==> src/sv/g4nms_pkg.sv <==
// Shared constants and types for the four-row grid non-adjacent maximum sum block.
package g4nms_pkg;

   localparam int NUM_ROWS     = 4;
   localparam int NUM_PATTERNS = 8;

   typedef logic [NUM_ROWS-1:0] row_set_type;

   localparam row_set_type ROW_SETS [NUM_PATTERNS] = '{
      4'b0000, 4'b0001, 4'b0010, 4'b0100, 4'b1000, 4'b0101, 4'b1001, 4'b1010
   };

endpackage

==> src/sv/g4nms_rsp_if.sv <==
// Result beat channel: best selection sum of one grid.
interface g4nms_rsp_if #(
   parameter int SCORE_BITS = 50
);
   logic                         valid;
   logic                         ready;
   logic signed [SCORE_BITS-1:0] best_sum;

   modport source (
      output valid, best_sum,
      input  ready
   );

   modport sink (
      input  valid, best_sum,
      output ready
   );
endinterface

==> src/sv/g4nms_pick.sv <==
// Best-pattern selection and result register.
module g4nms_pick import g4nms_pkg::*; #(
   parameter int CELL_BITS  = 32,
   parameter int SCORE_BITS = 50
) (
   input  logic                         clock,
   input  logic                         reset,
   input  logic                         snap_valid,
   output logic                         snap_ready,
   input  logic signed [SCORE_BITS-1:0] snap_score [NUM_PATTERNS],
   input  logic [NUM_PATTERNS-1:0]      snap_live,
   input  logic signed [CELL_BITS-1:0]  snap_largest,
   input  logic                         snap_positive,
   g4nms_rsp_if.source                  rsp_chan
);

   localparam int WIDE_BITS =
      ((SCORE_BITS > CELL_BITS + 1) ? SCORE_BITS : CELL_BITS + 1) + 1;

   function automatic logic [SCORE_BITS:0] pair_max(input logic [SCORE_BITS:0] a,
                                                    input logic [SCORE_BITS:0] b);
      logic take_b;
      take_b = b[SCORE_BITS] && (!a[SCORE_BITS] ||
               ($signed(b[SCORE_BITS-1:0]) > $signed(a[SCORE_BITS-1:0])));
      return take_b ? b : a;
   endfunction

   logic                         rsp_valid_ff, rsp_valid_in;
   logic signed [SCORE_BITS-1:0] rsp_sum_ff, rsp_sum_in;
   logic                         load;
   logic [SCORE_BITS:0]          lvl0 [8];
   logic [SCORE_BITS:0]          lvl1 [4];
   logic [SCORE_BITS:0]          lvl2 [2];
   logic [SCORE_BITS:0]          best;
   logic signed [WIDE_BITS-1:0]  largest_w;

   assign snap_ready   = !rsp_valid_ff || rsp_chan.ready;
   assign load         = snap_valid && snap_ready;
   assign rsp_valid_in = load || (rsp_valid_ff && !rsp_chan.ready);

   always_comb begin
      for (int m = 0; m < NUM_PATTERNS; m++) begin
         lvl0[m] = {snap_live[m] || (m == 0), snap_score[m]};
      end
      for (int i = 0; i < 4; i++) begin
         lvl1[i] = pair_max(lvl0[2*i], lvl0[2*i+1]);
      end
      for (int i = 0; i < 2; i++) begin
         lvl2[i] = pair_max(lvl1[2*i], lvl1[2*i+1]);
      end
      best = pair_max(lvl2[0], lvl2[1]);
   end

   assign largest_w  = WIDE_BITS'(snap_largest);
   assign rsp_sum_in = snap_positive ? best[SCORE_BITS-1:0] : largest_w[SCORE_BITS-1:0];

   always_ff @(posedge clock) begin
      if (reset) begin
         rsp_valid_ff <= 1'b0;
      end else begin
         rsp_valid_ff <= rsp_valid_in;
      end
      if (load) begin
         rsp_sum_ff <= rsp_sum_in;
      end
   end

   assign rsp_chan.valid    = rsp_valid_ff;
   assign rsp_chan.best_sum = rsp_sum_ff;

   a_load_shows: assert property (@(posedge clock) disable iff (reset)
      load |=> rsp_valid_ff)
      else $error("loaded result not presented");

   a_positive_sum: assert property (@(posedge clock) disable iff (reset)
      load && snap_positive |=> !rsp_sum_ff[SCORE_BITS-1] && (rsp_sum_ff != '0))
      else $error("grid with a positive cell gave a sum that is not positive");

endmodule

==> src/flat_wrapper.sv <==
// flat-port wrapper written by rule: the top's interface ports become plain ports
module g4nms_pick_flat import g4nms_pkg::*;
#(
   parameter int CELL_BITS  = 32,
   parameter int SCORE_BITS = 50
)
  (clock, reset, snap_valid, snap_ready, snap_score, snap_live, snap_largest, snap_positive, rsp_chan_valid, rsp_chan_best_sum, rsp_chan_ready);
  g4nms_rsp_if #(.SCORE_BITS(SCORE_BITS)) rsp_chan_i ();
  input  logic clock;
  input  logic reset;
  input  logic snap_valid;
  output logic snap_ready;
  input  logic signed [SCORE_BITS-1:0] snap_score[NUM_PATTERNS];
  input  logic [NUM_PATTERNS-1:0] snap_live;
  input  logic signed [CELL_BITS-1:0] snap_largest;
  input  logic snap_positive;
  output wire logic [$bits(rsp_chan_i.valid)-1:0] rsp_chan_valid;
  output wire logic [$bits(rsp_chan_i.best_sum)-1:0] rsp_chan_best_sum;
  input wire logic [$bits(rsp_chan_i.ready)-1:0] rsp_chan_ready;
  assign rsp_chan_valid = rsp_chan_i.valid;
  assign rsp_chan_best_sum = rsp_chan_i.best_sum;
  assign rsp_chan_i.ready = rsp_chan_ready;
  g4nms_pick #(.CELL_BITS(CELL_BITS), .SCORE_BITS(SCORE_BITS)) u_core (.clock(clock), .reset(reset), .snap_valid(snap_valid), .snap_ready(snap_ready), .snap_score(snap_score), .snap_live(snap_live), .snap_largest(snap_largest), .snap_positive(snap_positive), .rsp_chan(rsp_chan_i));
endmodule
==> config.mk <==
export PLATFORM = sky130hd
export DESIGN_NAME = g4nms_pick_flat
export DESIGN_NICKNAME = d
export VERILOG_FILES = /design/src/sv/g4nms_pkg.sv /design/src/sv/g4nms_rsp_if.sv /design/src/sv/g4nms_pick.sv /design/src/flat_wrapper.sv
export SDC_FILE = /design/constraint.sdc
export NUM_CORES = 1
export LEC_CHECK = 0
export BUFFER_PORTS_ARGS = -buffer_cell sky130_fd_sc_hd__buf_2
export CAP_MARGIN = 5
export CORE_AREA = 2 2 196 198
export DETAILED_ROUTE_END_ITERATION = 6
export DIE_AREA = 0 0 198 200
export PLACE_DENSITY = 0.68
export SETUP_SLACK_MARGIN = 0.2
export SKIP_CTS_REPAIR_TIMING = 1
export SLEW_MARGIN = 20
export SYNTH_ARGS = -nofsm -noshare
export SYNTH_HDL_FRONTEND = slang
export SYNTH_SLANG_ARGS = --single-unit
==> constraint.sdc <==
create_clock -name clock -period 11.9 [get_ports clock]
set_clock_uncertainty 0.15 [all_clocks]
set_input_delay 2.38 -clock clock [delete_from_list [all_inputs] [get_ports clock]]
set_output_delay 2.38 -clock clock [all_outputs]
set_load 0.01 [all_outputs]
==> Word level (Yosys, flattened, before mapping) <==
Cells that the tools add are included.
{ "totals": {"regBits": 51, "latchBits": 0, "ramBits": 0, "romBits": 0, "in_bits": 445, "output_inout_bits": 52, "word_cells": 42, "n_memories": 0} }
{ "classes": {"add_sub_neg": 0, "multipliers": 0, "n_div": 0, "order_cmp": 7, "eq_ne": 0, "n_shift": 0, "mux": 8, "bitwise": 0, "reduce_logical": 25} }
{ "ops": {"columns": ["op", "n"], "rows": [
  ["50-bit greater-than comparator", 7],
  ["51-bit two-way mux", 6],
  ["50-bit two-way mux", 2],
  ["1-bit logical AND", 9],
  ["1-bit logical NOT", 8],
  ["1-bit logical OR", 8]
]} }

==> Longest topological paths before layout <==
{ "depth": {"ltp_word": 13, "ltp_mapped": 35, "mapped_depth_nobuf": 30} }

==> Least setup slack after synthesis <==
OpenSTA, ideal clock, no wires.
{ "synth_timing": {"path_type": "input-to-reg", "start": "input snap_score[295] (netlist bit)", "end": "register u_core.rsp_sum_ff[0] (netlist: u_core.rsp_chan.best_sum[0]), data pin", "setup_ps": 273, "arrival_time_ps": 9333, "required_ps": 11477, "slack_ps": 2144, "stages": 34, "n_path_buf": 4, "path_cell_list": "inv_1 -> ha_1 -> nand4_1 -> nor4_2 -> nand2_1 -> o41ai_1 -> nor4_1 -> xnor2_1 -> o22ai_2 -> buf_6 -> mux2i_1 -> inv_1 -> ha_1 -> nand4_1 -> nor4_1 -> nand4b_1 -> nor2_1 -> a211oi_1 -> a211oi_1 -> or2_1 -> buf_4 -> buf_4 -> mux2_2 -> ha_1 -> a21oi_1 -> nand2_1 -> a211o_1 -> or4_1 -> a21oi_1 -> a21oi_1 -> a31o_2 -> o211ai_1 -> buf_2 -> o221ai_1"} }
{ "synth_via": {"elab_chain_len": 13, "elab_cells_between_ends": 14, "cone_classes": "3 x order compare; 4 x mux; 7 x reduce/logical"} }
{ "synth_rtl": {"columns": ["item", "line", "rtl"], "rows": [
  ["from (decl)", "flat_wrapper.sv:13", "input logic signed [SCORE_BITS-1:0] snap_score[NUM_PATTERNS];"],
  ["50-bit greater-than comparator", "g4nms_pick.sv:24", "($signed(b[SCORE_BITS-1:0]) > $signed(a[SCORE_BITS-1:0])));"],
  ["1-bit logical OR", "g4nms_pick.sv:23", "take_b = b[SCORE_BITS] && (!a[SCORE_BITS] ||"],
  ["1-bit logical AND", "g4nms_pick.sv:23", null],
  ["51-bit two-way mux (*)", "g4nms_pick.sv:25", "return take_b ? b : a;"],
  ["50-bit greater-than comparator", "g4nms_pick.sv:24", null],
  ["1-bit logical OR", "g4nms_pick.sv:23", null],
  ["1-bit logical AND", "g4nms_pick.sv:23", null],
  ["51-bit two-way mux (*)", "g4nms_pick.sv:25", null],
  ["50-bit greater-than comparator / 1-bit logical NOT (equally long branches)", "g4nms_pick.sv:24, g4nms_pick.sv:23", null],
  ["1-bit logical OR", "g4nms_pick.sv:23", null],
  ["1-bit logical AND", "g4nms_pick.sv:23", null],
  ["50-bit two-way mux (*)", "g4nms_pick.sv:25", null],
  ["50-bit two-way mux (*)", "g4nms_pick.sv:55", "assign rsp_sum_in = snap_positive ? best[SCORE_BITS-1:0] : largest_w[SCORE_BITS-1:0];"],
  ["net u_core.rsp_sum_in[0]", "g4nms_pick.sv:29", "logic signed [SCORE_BITS-1:0] rsp_sum_ff, rsp_sum_in;"],
  ["to (signal assigned)", "g4nms_pick.sv:64", "rsp_sum_ff <= rsp_sum_in;"],
  ["to (decl)", "g4nms_pick.sv:29", null]
]} }
The timed path passes the listed nets; every way through them passes the cells marked *.
A chain may end at the register's enable or synchronous reset.

==> Final worst setup path <==
{ "layout_timing": {"start": "input snap_score[396] (netlist bit)", "end": "register u_core.rsp_sum_ff[14] (netlist: u_core.rsp_chan.best_sum[14]), data pin"} }
{ "layout_via": {"elab_chain_len": 12, "elab_cells_between_ends": 14, "cone_classes": "3 x order compare; 4 x mux; 7 x reduce/logical"} }
{ "layout_rtl": {"columns": ["item", "line"], "rows": [
  ["50-bit greater-than comparator", "g4nms_pick.sv:24"],
  ["1-bit logical AND", "g4nms_pick.sv:23"],
  ["51-bit two-way mux (*)", "g4nms_pick.sv:25"],
  ["50-bit greater-than comparator / 1-bit logical NOT (equally long branches)", "g4nms_pick.sv:24, g4nms_pick.sv:23"],
  ["1-bit logical OR", "g4nms_pick.sv:23"],
  ["1-bit logical AND", "g4nms_pick.sv:23"],
  ["51-bit two-way mux (*)", "g4nms_pick.sv:25"],
  ["50-bit greater-than comparator / 1-bit logical NOT (equally long branches)", "g4nms_pick.sv:24, g4nms_pick.sv:23"],
  ["1-bit logical OR", "g4nms_pick.sv:23"],
  ["1-bit logical AND", "g4nms_pick.sv:23"],
  ["50-bit two-way mux (*)", "g4nms_pick.sv:25"],
  ["50-bit two-way mux (*)", "g4nms_pick.sv:55"],
  ["net u_core.rsp_sum_in[14]", "g4nms_pick.sv:29"]
]} }
Marks and branches as above.

==> flow_summary.yaml <==
synth:
  yosys.area.top_type: "ha_1"
  synth_top_area_share_pct: 27.8
  synth.avg_cell_area_um2: 8.81
  seq_area_frac_synth_pct: 9.64
  synth_edf_count: 50
  yosys_register_bits: 51
  netlist_area_um2: 15800
  synthCells: 1791
  synth_nets: 2586
  ys_warn_count: 0
  synth_area_leaders: "ha_1 (28%), mux2i_1 (13%), edfxtp_1 (9.5%)"
  yosysMostFrequentCell: "ha_1"
  synthTopCellsByCount: "ha_1 (350), inv_1 (329), mux2i_1 (200)"
  ys.flop_type: "edfxtp_1"
  synth_cell_types: 78
  async_flop_share_pct: 0
sta:
  worst_pin_slew_ns: 0.998
  drv_slew: 0
  setup_viol: 0
  fin_tns_setup_ns: 0
  period_needed_ns: 11.19
  fmax_mhz: 89.4
  rsz0062_at_grt: "false"
  finalCritPeriodShare_pct: 94.0
  max_slew_margin_pct: 33.4
  hold_violations: 0
placement:
  placed_area_um2: 19300
  portBuffers: 495
  gp_congestion: 0.920
  place_hpwl_um: 54300
worst_hold_path:
  hold_start: "u_core.rsp_chan.valid$_SDFF_PP0_"
  hold_path_class: "reg2reg"
  hold_depth: 2
  min_to: "u_core.rsp_chan.valid$_SDFF_PP0_"
global_route:
  grt_pass1_wl_um: 92000
  antenna_found_initial: 18
  grtUsageTotal_pct: 30.7
  overflow: 0
  grt_pass1_vias: 16297
  grt_max_degree: 51
setup_path:
  r2r_end: "u_core.rsp_chan.best_sum[5]$_DFFE_PP_"
  slowest_stage: "a221oi_2"
  ff2ff_setup_slack_ns: 10.12
  crit_required_ns: 11.78
  cp-start-kind: "input port"
  ff2ff_path_depth: 3
  max_stage_delay_ns: 0.37
  path_common_cell: "buf_4"
  critPathKind: "in2reg"
  endpoint_kind: "flop"
  critPathArrivalTime_ns: 11.07
  path_max_fanout: 22
  r2r-start: "u_core.rsp_chan.valid$_SDFF_PP0_"
power:
  p_switching_uw: 939
  pwr-share-seq_pct: 14.4
  p_per_area_nw_per_um2: 102
  power_leakage_uw: 0.0104
  switching_share_pct: 46.8
  internal_power_uw: 1070
  power_frac_clock_pct: 9.3
  peakVddDrop_mv: 0.0616
  finalPower_uw: 2010
  combPwrFrac_pct: 76.3
cts:
  clockBufferDepth: 2
  cts_tree: "done"
  cts_root_buffer: "clkbuf_16"
  h-tree-depth: 2
  worstSkewPairLatency_ns: 0.33
  clock_sinks: 51
  clk_pin_slew_ns: 0.08
  cts_made_buffers: 5
route:
  drc_errors: 0
  ant_nets: 0
  vias_per_cell: 5.71
  wirelength_um: 62500
  drt_first_iter_violations: 976
  via_count: 16302
  post_drt_wl_per_cell_um: 21.9
  dr.pass1.iters: 5
die:
  die_h_um: 200
  dieArea_um2: 39600
  rows: 71
  ioPinCount: 497
  start_util_pct: 42.2
  fp.dieW_um: 198
  core_um2: 37400
finish:
  fill_cells: 3543
  syn_to_final_growth_pct: 24.4
  design_area_um2: 19600
  drive_gt1_share_pct: 32.4
  layout.nets: 3119
outcome:
  status: "complete, no violations"
flow_run:
  maxCapViolCount: 0
## sequential cells by signal, summed over array words and instances, names as in the netlist
name	count
u_core.rsp_chan.best_sum	50
u_core.rsp_chan.valid	1
## worst max path at each step
stage,start,end,slack (ns),depth (start not counted)
floorplan,snap_score[295],u_core.rsp_chan.best_sum[0]$_DFFE_PP_,2.14,34
global placement,snap_score[207],u_core.rsp_chan.best_sum[38]$_DFFE_PP_,-0.26,35
detailed placement,snap_score[253],u_core.rsp_chan.best_sum[42]$_DFFE_PP_,-0.31,36
CTS,snap_score[253],u_core.rsp_chan.best_sum[42]$_DFFE_PP_,0.02,36
global route,snap_score[299],u_core.rsp_chan.best_sum[25]$_DFFE_PP_,0.20,37
finish,snap_score[396],u_core.rsp_chan.best_sum[14]$_DFFE_PP_,0.71,37
## cell type report
cell class | count | area [µm²] | share of cell area (%)
Multi-Input combinational cell | 1355 | 12700 | 64.7
Clock buffer | 5 | 125 | 0.638
Antenna cell | 18 | 45.0 | 0.230
Sequential cell | 51 | 1520 | 7.75
Inverter | 329 | 1230 | 6.29
Tap cell | 511 | 639 | 3.26
Clock inverter | 3 | 38.8 | 0.198
Timing Repair Buffer | 582 | 3330 | 17.0
## power by group through the flow
stage / combinational [µW] / clock, µW / sequential (µW)
finish: 1530 / 187 / 289
global route: 1660 / 192 / 293
CTS: 1500 / 190 / 289
detailed placement: 1490 / 0 / 291
global placement: 1450 / 0 / 293
floorplan: 918 / 0 / 310
## through the flow
step	setup slack, ns	std cells	util, %	hold slack (ns)
5_1_grt	0.205	2846	52.4	0.389
3_5_place_dp	-0.310	2827	51.7	0.366
6_report	0.714	2854	52.5	0.370
2_1_floorplan	2.14	1791	-	0.443
4_1_cts	0.0166	2835	52.2	0.377
3_3_place_gp	-0.258	2827	51.7	0.347
## cell usage in the layout (no fill, tap or decap), types with 49 or more instances in the layout
master,n
buf_2,495
a21oi_1,113
ha_1,350
mux2i_1,198
o221ai_1,53
edfxtp_1,50
mux2i_4,49
buf_4,71
mux2_2,49
nand2_1,109
inv_1,329
nand4_1,64
## worst max-delay path, delay by kind of cell
kind | cells | cell delay [ns]
AO/OA/AOI/OAI | 13 | 3.04
AND/OR/NAND/NOR | 10 | 2.40
buffers and inverters | 9 | 1.68
adder cells (fa/ha/maj) | 3 | 0.78
multiplexers | 2 | 0.69
## logic make-up (layout without fill, tap and decap cells)
| family | after synthesis | after routing | share of synthesized area (%) |
|---|---|---|---|
| flip-flops | 51 | 51 | 9.64 |
| XOR/XNOR | 1 | 1 | 0.0555 |
| adder cells (fa/ha/maj) | 350 | 350 | 27.8 |
| other | 0 | 18 | 0 |
| buffers and inverters | 385 | 919 | 10.5 |
| multiplexers | 299 | 299 | 23.3 |
| AND/OR/NAND/NOR | 315 | 315 | 10.7 |
| AO/OA/AOI/OAI | 390 | 390 | 18.1 |
## routing by layer
| layer | wire length, µm | track usage (%) |
|---|---|---|
| met4 | 2390 | 12.3 |
| met2 | 29600 | 53.8 |
| met1 | 26200 | 38.0 |
| met5 | 81 | 0 |
| met3 | 4240 | 4.23 |
Power figures use the tool's default switching activity.
